===== src/design/lcs_length_engine_assert.svh =====
// Assertion macros shared by the LCS length engine RTL.
`ifndef LCS_LENGTH_ENGINE_ASSERT_SVH
`define LCS_LENGTH_ENGINE_ASSERT_SVH

// Same-cycle implication, checked out of reset.
`define LCS_ASSERT_NOW(label, clk, rstn, ante, cons, msg) \
    label: assert property (@(posedge clk) disable iff (!(rstn)) (ante) |-> (cons)) \
        else $error(msg);

// Next-cycle implication, checked out of reset.
`define LCS_ASSERT_NEXT(label, clk, rstn, ante, cons, msg) \
    label: assert property (@(posedge clk) disable iff (!(rstn)) (ante) |=> (cons)) \
        else $error(msg);

`endif


===== src/design/lcs_pkg.sv =====
// Package: constants, command codes and cell control type of the LCS length engine.
`default_nettype none

package lcs_pkg;

    // Field widths of the stream ports
    localparam int CMD_W       = 2;
    localparam int SYM_FIELD_W = 8;
    localparam int LEN_FIELD_W = 7;

    // Parameter defaults
    localparam int DEFAULT_MAX_LEN     = 64;
    localparam int DEFAULT_SYMBOL_BITS = 8;

    // Commands carried on s_tuser
    typedef enum logic [CMD_W-1:0] {
        CMD_APPEND_FIRST  = 2'd0,
        CMD_APPEND_SECOND = 2'd1,
        CMD_FINISH        = 2'd2
    } cmd_t;

    // Control from the top level to one cell
    typedef struct packed {
        logic clear;  // drop stored symbol and score
        logic load;   // store a first-string symbol
    } cell_ctl_t;

endpackage

`default_nettype wire


===== src/design/lcs_cell.sv =====
// One cell of the LCS chain: a first-string symbol, its score, and a wave stage.
`default_nettype none

module lcs_cell
    import lcs_pkg::*;
#(
    parameter int SYMBOL_BITS = DEFAULT_SYMBOL_BITS,
    parameter int SCORE_W     = 7
) (
    input  wire logic                   aclk,
    input  wire logic                   aresetn,
    input  wire cell_ctl_t              ctl,
    input  wire logic [SYMBOL_BITS-1:0] wr_sym,
    input  wire logic                   in_vld,
    input  wire logic [SYMBOL_BITS-1:0] in_sym,
    input  wire logic [SCORE_W-1:0]     in_diag,
    input  wire logic [SCORE_W-1:0]     in_left,
    output logic                        out_vld,
    output logic [SYMBOL_BITS-1:0]      out_sym,
    output logic [SCORE_W-1:0]          out_diag,
    output logic [SCORE_W-1:0]          out_left
);

    logic                   used_reg;
    logic [SYMBOL_BITS-1:0] sym_reg;
    logic [SCORE_W-1:0]     score_reg;
    logic                   out_vld_reg;
    logic [SYMBOL_BITS-1:0] out_sym_reg;
    logic [SCORE_W-1:0]     out_diag_reg;
    logic [SCORE_W-1:0]     out_left_reg;
    logic                   match;
    logic [SCORE_W-1:0]     score_next;

    // Recurrence: diagonal plus one on a match, else the larger neighbour
    assign match      = used_reg && (in_sym != '0) && (sym_reg == in_sym);
    assign score_next = match ? SCORE_W'(in_diag + 1'b1)
                              : ((in_left > score_reg) ? in_left : score_reg);

    // Cell state and the stage handed to the next cell
    always_ff @(posedge aclk) begin
        if (!aresetn) begin
            used_reg     <= 1'b0;
            score_reg    <= '0;
            out_vld_reg  <= 1'b0;
            out_left_reg <= '0;
        end else begin
            out_vld_reg <= in_vld;
            if (ctl.clear) begin
                used_reg     <= 1'b0;
                score_reg    <= '0;
                out_left_reg <= '0;
            end else begin
                if (ctl.load) begin
                    used_reg <= 1'b1;
                    sym_reg  <= wr_sym;
                end
                if (in_vld) begin
                    out_sym_reg  <= in_sym;
                    out_diag_reg <= score_reg;
                    if (used_reg) begin
                        score_reg    <= score_next;
                        out_left_reg <= score_next;
                    end else begin
                        // unused cells pass the last score through
                        out_left_reg <= in_left;
                    end
                end
            end
        end
    end

    assign out_vld  = out_vld_reg;
    assign out_sym  = out_sym_reg;
    assign out_diag = out_diag_reg;
    assign out_left = out_left_reg;

endmodule

`default_nettype wire


===== src/design/lcs_length_engine.sv =====
// Top level: LCS length engine built as a systolic chain of cells.
//
// Usage:
// - Input stream s_*: s_tuser carries the command (append to first string,
//   append to second string, finish), s_tdata the symbol.
// - Result stream m_*: one transaction per finish; m_tdata holds the LCS
//   length, m_tuser the flag for appends dropped since the last finish.
// - First-string symbols are written straight into cell N. Each second-string
//   symbol starts a wave that moves one cell per cycle down the MAX_LEN cells.
// - Appends are taken every cycle, so waves follow one another back to back.
// - A finish is held off until the last wave has left the chain, so the wait
//   after the last second-string symbol is set by the length of the chain.
//   The result is shown in the cycle after the finish.
// - The result sits in an output register; while it waits on m_tready,
//   appends still flow, and only a further finish stalls.
// - Reset (aresetn low, synchronous) empties both strings, zeroes the scores
//   and the drop flag, and drops any result not yet taken. A finish does the
//   same clearing after it captures the result.
`default_nettype none

module lcs_length_engine
    import lcs_pkg::*;
#(
    parameter int MAX_LEN     = DEFAULT_MAX_LEN,
    parameter int SYMBOL_BITS = DEFAULT_SYMBOL_BITS
) (
    input  wire logic        aclk,
    input  wire logic        aresetn,
    input  wire logic        s_tvalid,
    output logic             s_tready,
    input  wire logic [7:0]  s_tdata,   // [7:0] symbol
    input  wire logic [1:0]  s_tuser,   // [1:0] command
    output logic             m_tvalid,
    input  wire logic        m_tready,
    output logic [7:0]       m_tdata,   // [6:0] lcs_length, [7] zero
    output logic [0:0]       m_tuser    // [0] dropped
);

    `include "lcs_length_engine_assert.svh"

    localparam int CNT_W   = $clog2(MAX_LEN + 1);
    localparam int IDX_W   = $clog2(MAX_LEN);
    localparam int DRAIN_W = $clog2(MAX_LEN + 2);

    cmd_t                   cmd;
    logic [SYMBOL_BITS-1:0] sym_in;
    logic                   accept;
    logic                   fin_ok;
    logic                   drain_zero;
    logic                   first_full;
    logic                   second_full;
    logic                   first_wr;

    logic [CNT_W-1:0]       first_len_reg;
    logic [CNT_W-1:0]       second_len_reg;
    logic [DRAIN_W-1:0]     drain_reg;
    logic                   drop_reg;
    logic                   wave_vld_reg;
    logic [SYMBOL_BITS-1:0] wave_sym_reg;
    logic                   m_valid_reg;
    logic [LEN_FIELD_W-1:0] m_len_reg;
    logic                   m_drop_reg;

    // Wave chain: stage 0 is driven here, stage MAX_LEN leaves the last cell
    logic [MAX_LEN:0]                  chain_vld;
    logic [MAX_LEN:0][SYMBOL_BITS-1:0] chain_sym;
    logic [MAX_LEN:0][CNT_W-1:0]       chain_diag;
    logic [MAX_LEN:0][CNT_W-1:0]       chain_left;

    // Input decode and handshake
    assign cmd         = cmd_t'(s_tuser);
    assign sym_in      = SYMBOL_BITS'(s_tdata);
    assign drain_zero  = (drain_reg == '0);
    assign fin_ok      = drain_zero && (!m_valid_reg || m_tready);
    assign s_tready    = (cmd != CMD_FINISH) || fin_ok;
    assign accept      = s_tvalid && s_tready;
    assign first_full  = (first_len_reg == CNT_W'(MAX_LEN));
    assign second_full = (second_len_reg == CNT_W'(MAX_LEN));
    assign first_wr    = accept && (cmd == CMD_APPEND_FIRST)
                         && (second_len_reg == '0) && !first_full;

    // Control, wave injection and result register
    always_ff @(posedge aclk) begin
        if (!aresetn) begin
            first_len_reg  <= '0;
            second_len_reg <= '0;
            drain_reg      <= '0;
            drop_reg       <= 1'b0;
            wave_vld_reg   <= 1'b0;
            m_valid_reg    <= 1'b0;
        end else begin
            wave_vld_reg <= 1'b0;
            if (m_valid_reg && m_tready) begin
                m_valid_reg <= 1'b0;
            end
            if (!drain_zero) begin
                drain_reg <= drain_reg - 1'b1;
            end
            if (accept) begin
                case (cmd)
                    CMD_APPEND_FIRST: begin
                        if (first_wr) begin
                            first_len_reg <= first_len_reg + 1'b1;
                        end else begin
                            drop_reg <= 1'b1;
                        end
                    end
                    CMD_APPEND_SECOND: begin
                        if (second_full) begin
                            drop_reg <= 1'b1;
                        end else begin
                            second_len_reg <= second_len_reg + 1'b1;
                            wave_vld_reg   <= 1'b1;
                            wave_sym_reg   <= sym_in;
                            // injection stage plus one stage per cell
                            drain_reg      <= DRAIN_W'(MAX_LEN + 1);
                        end
                    end
                    CMD_FINISH: begin
                        m_valid_reg    <= 1'b1;
                        m_len_reg      <= LEN_FIELD_W'(chain_left[MAX_LEN]);
                        m_drop_reg     <= drop_reg;
                        first_len_reg  <= '0;
                        second_len_reg <= '0;
                        drop_reg       <= 1'b0;
                    end
                    default: begin
                    end
                endcase
            end
        end
    end

    assign chain_vld[0]  = wave_vld_reg;
    assign chain_sym[0]  = wave_sym_reg;
    assign chain_diag[0] = '0;
    assign chain_left[0] = '0;

    // Row of cells, one per first-string position
    for (genvar k = 0; k < MAX_LEN; k++) begin : g_cell
        cell_ctl_t ctl;

        assign ctl.clear = accept && (cmd == CMD_FINISH);
        assign ctl.load  = first_wr && (first_len_reg[IDX_W-1:0] == IDX_W'(k));

        lcs_cell #(
            .SYMBOL_BITS (SYMBOL_BITS),
            .SCORE_W     (CNT_W)
        ) u_cell (
            .aclk     (aclk),
            .aresetn  (aresetn),
            .ctl      (ctl),
            .wr_sym   (sym_in),
            .in_vld   (chain_vld[k]),
            .in_sym   (chain_sym[k]),
            .in_diag  (chain_diag[k]),
            .in_left  (chain_left[k]),
            .out_vld  (chain_vld[k+1]),
            .out_sym  (chain_sym[k+1]),
            .out_diag (chain_diag[k+1]),
            .out_left (chain_left[k+1])
        );
    end

    assign m_tvalid = m_valid_reg;
    assign m_tdata  = {1'b0, m_len_reg};
    assign m_tuser  = m_drop_reg;

    // Checks on the drain logic and finish handling
    `LCS_ASSERT_NOW(a_finish_after_drain, aclk, aresetn,
        accept && (cmd == CMD_FINISH), drain_zero && (chain_vld[MAX_LEN-1:0] == '0),
        "finish taken while a wave is still in the chain")
    `LCS_ASSERT_NEXT(a_wave_starts_drain, aclk, aresetn,
        accept && (cmd == CMD_APPEND_SECOND) && !second_full,
        wave_vld_reg && (drain_reg == DRAIN_W'(MAX_LEN + 1)),
        "second-string symbol did not start a wave")
    `LCS_ASSERT_NEXT(a_finish_clears, aclk, aresetn,
        accept && (cmd == CMD_FINISH),
        m_valid_reg && (first_len_reg == '0) && (second_len_reg == '0) && !drop_reg,
        "finish did not emit a result and clear the state")
    `LCS_ASSERT_NOW(a_first_locked, aclk, aresetn,
        second_len_reg != '0, !first_wr,
        "first string written after the second string started")

endmodule

`default_nettype wire

===== config.mk =====
export PLATFORM = sky130hd
export DESIGN_NAME = lcs_length_engine
export DESIGN_NICKNAME = d
export VERILOG_FILES = /design/src/design/lcs_pkg.sv /design/src/design/lcs_cell.sv /design/src/design/lcs_length_engine.sv
export VERILOG_INCLUDE_DIRS = /design/src /design/src/design
export SDC_FILE = /design/constraint.sdc
export NUM_CORES = 2
export LEC_CHECK = 0
export BUFFER_PORTS_ARGS = -buffer_cell sky130_fd_sc_hd__buf_2
export CORE_MARGIN = 2
export CORE_UTILIZATION = 55
export DETAILED_ROUTE_END_ITERATION = 8
export HOLD_SLACK_MARGIN = 0.05
export PLACE_DENSITY = 0.7
export SETUP_SLACK_MARGIN = 0.02
export SLEW_MARGIN = 20
export SYNTH_ARGS = -nofsm -noshare
export SYNTH_HDL_FRONTEND = slang
export SYNTH_SLANG_ARGS = --single-unit

===== constraint.sdc =====
create_clock -name aclk -period 3.77 [get_ports aclk]
set_input_delay 0.9425 -clock aclk [delete_from_list [all_inputs] [get_ports aclk]]
set_output_delay 0.9425 -clock aclk [all_outputs]
set_load 0.01 [all_outputs]

==> impl_results.md <==
- # fillers: roughly 17000
- Initial antenna violation count: 15
- GRT overflow: 0
- Fin Setup TNS: 0 ns
- Register bit total from synthesis: 2520
- Worst-margin pin slew: 1.12 ns
- Root Driver: clkbuf_16
- Vias after detailed routing: 85137
- Top cell type's share of synthesized area: between 30% and 40%
- Rel. slew slack: 24.9%
- Pre-antenna DRT Iters: 8
- Cts repair resizes: 1
- Critical Path Sink Type: output pin
- Wirelength per Cell: 21.1 um
- Num CTS Buffers: around 280
- Pleak: roughly 46 nW
- Area of the multi-input gates: 0.0481 sq mm
- Synth Area in Compound Gates: 15.5%
- Synth unique cells: 80
- Seq/Total Area, Yosys: about 56%
- Largest net degree at the start of global routing: 107
- Worst r2r src: drain_reg[0]$_SDFF_PN0_
- Final ANT Viol Nets: 0
- Post-placement cell area: 0.121 sq mm
- Largest register FFs: 512
- Flop2flop setup slack: 0.66 ns
- Die extent in x: around 470 um
- First-pass GRT wire length: roughly 460000 um
- Final net count: 11424
- Most frequent cell after synthesis: edfxtp_1
- Ys flop type: edfxtp_1
- Largest area contributor in the netlist: edfxtp_1
- Port bufs: 23
- Routed WL: around 290000 um
- Cell area after layout: 0.130 sq mm
- Period minus WS final: 3.63 ns
- Overall die area: 0.216 sq mm
- Clk slew on worst S/H paths: 0.06 ns
- Maximum clock insertion buffer count: 4
- Cell family with most CP delay: compound AO/OA/AOI/OAI gates
- Drt via density: about 6.1
- Final Slew Violations: 0
- Worst-case clock skew: 0.0651 ns
- Buf/Inv on CP: 2
- Number of flops mapped to enable cells by yosys: 1473
- Final hold violations: 0
- Core area: approximately 0.21 sq mm
- Maxcap violations: 0
- Critical path class: reg2out
- Hold path start: s_tvalid
- Area of the mapped netlist: 0.117 sq mm
- Share of cells above drive strength 1: 7.77%
- Hold Path Class: in2reg
- Cells after Synth: between 10000 and 15000
- Critical path's slowest cell: o311ai_1
- Status: complete, no violations
- DRT iter0 DRCs: 8298
- RSZ-0062 raised after global routing: false
- Peak supply drop: 0.530 mV
- Die Span Y: approximately 470 um
- Hold path endpoint: drop_reg$_SDFFE_PN0P_
- Cell Rows: ~170
- Req. time, crit path: 2.83 ns
- Sequential Area: 0.0652 sq mm
- Period utilization: 96.2%
- Post-synth ARST share: 0%
- Vias in the first global route: between 80000 and 90000
- Clock Sinks: roughly 2500
- Final setup viols: 0
- H-tree levels: 5
- Crit path cell chain: inv_1 > ha_1 > or3b_4 > o311ai_1 > buf_2
- Synth area leaders: edfxtp_1 (38%), dfxtp_1 (18%), ha_1 (5.5%)
- Critical path fanouts, max: 4
- Syn. warnings: 0
- Most frequent cells after synthesis: edfxtp_1 (1473), a21oi_1 (1098), dfxtp_1 (1047), nand2_1 (765), inv_1 (559)
- Mapped Nets: 11261
- Critical path arrival: between 2 and 3 ns
- Synth Area in Simple Gates: 11.9%
- Synth Area in XOR/XNOR: between 6 and 7%
- Hpwl dp: approximately 200000 um
- GR Util All Layers: 26.7%
- DRC: 0
- Synthesized-area fraction occupied by adder cells: 5.46%
- CP max stage delay: 0.50 ns
- Setup Buffers After CTS: 0
- Largest family of logic cells by synthesized area: compound AO/OA/AOI/OAI gates
- Hold_buf cts: 0
- FF-to-FF End: g_cell[63].u_cell.score_reg[0]$_SDFFE_PP0P_
- Power per cell area: 436 mW/mm^2
- CTS tree: built
- Worst setup SP type: flop
- Post-synthesis mux area share: 2.11%
- Layout area overhead: 11.3%
- Clock Latency Late Sink: 0.92 ns
- FF-to-FF path depth: 10
- F_max: around 280 MHz
- Total power: between 0.05 and 0.06 W
- Syn Area/Cell: 10.9 sq um
- GPL Wtd Cong: 0.908
- Initial core utilization: 55.2%
- Hold-critical path depth: 3
- Top Ports: 25
worst max-delay path by stage:
stage | slack, ns | cells past startpoint | from | to
after floorplan | 0.84 | 7 | s_tuser[0] | g_cell[13].u_cell.out_diag[0]$_DFFE_PP_
after global placement | 0.43 | 9 | s_tuser[0] | g_cell[63].u_cell.score_reg[0]$_SDFFE_PP0P_
after detailed placement | 0.36 | 6 | m_tready | g_cell[34].u_cell.out_diag[1]$_DFFE_PP_
after CTS | 0.15 | 5 | drain_reg[0]$_SDFF_PN0_ | s_tready
after global routing | 0.1 | 5 | drain_reg[0]$_SDFF_PN0_ | s_tready
final | 0.14 | 5 | drain_reg[0]$_SDFF_PN0_ | s_tready
routing by layer:
layer / wire length [um] / global-route usage, % / vias up
met5: 33 / 0 / -
met3: 19200 / 3.40 / 641
met1: 125000 / 36.0 / 41316
met4: 9620 / 9.27 / 4
li1: - / - / 39989
met2: 140000 / 44.3 / 3187
through the flow:
step	instances	util [%]	hold WS [ns]	setup WS (ns)
finish	13936	61.5	0.355	0.145
global route	13934	61.4	0.364	0.0977
CTS	13925	61.4	0.290	0.152
detailed placement	13440	57.2	0.415	0.357
global placement	13440	57.2	0.410	0.435
floorplan	10736	-	0.401	0.838
cells by family (layout without fill, tap and decap cells):
group | Yosys count | in the layout
xor+xnor | 811 | 811
mux | 236 | 236
other cells | 1 | 12
compound gates | 2893 | 2893
fa+ha+maj | 511 | 511
buf+inv | 948 | 1316
simple gates | 2816 | 2816
flops | 2520 | 2520
tightest hold or removal path, delay by kind of cell:
family	cells	cell delay (ns)
simple gates	1	0.07
compound gates	1	0.10
buf+inv	1	0.12
layout make-up:
cell class	instances	area share (%)
antenna	11	0.0211
clock buffer	385	6.09
clock inverter	100	0.724
inverter	559	1.61
multi-input combinational	7268	36.9
sequential	2520	50.1
tap	2821	2.71
timing repair buffer	272	1.84
power breakdown:
part	total [W]	internal, W	switching [W]
Combinational	0.00126	0.000304	0.000952
Clock	0.0265	0.0158	0.0108
Sequential	0.0290	0.0290	0.0000465
placed cells by master (no fill, tap or decap), drive strengths merged, types with 127 or more instances in the layout:
master and count:
edfxtp 1473, a21oi 1100, dfxtp 1047, nand2 765, o21ai 578, inv 566, nor2 524, ha 511
xor2 428, clkbuf 385, xnor2 383, nand3 353, buf 272, and2 228, nor3 187, o22ai 167
mux2i 152, nor2b 132, a21o 131, and3 127
No activity file was read; power rests on OpenSTA's default activity.
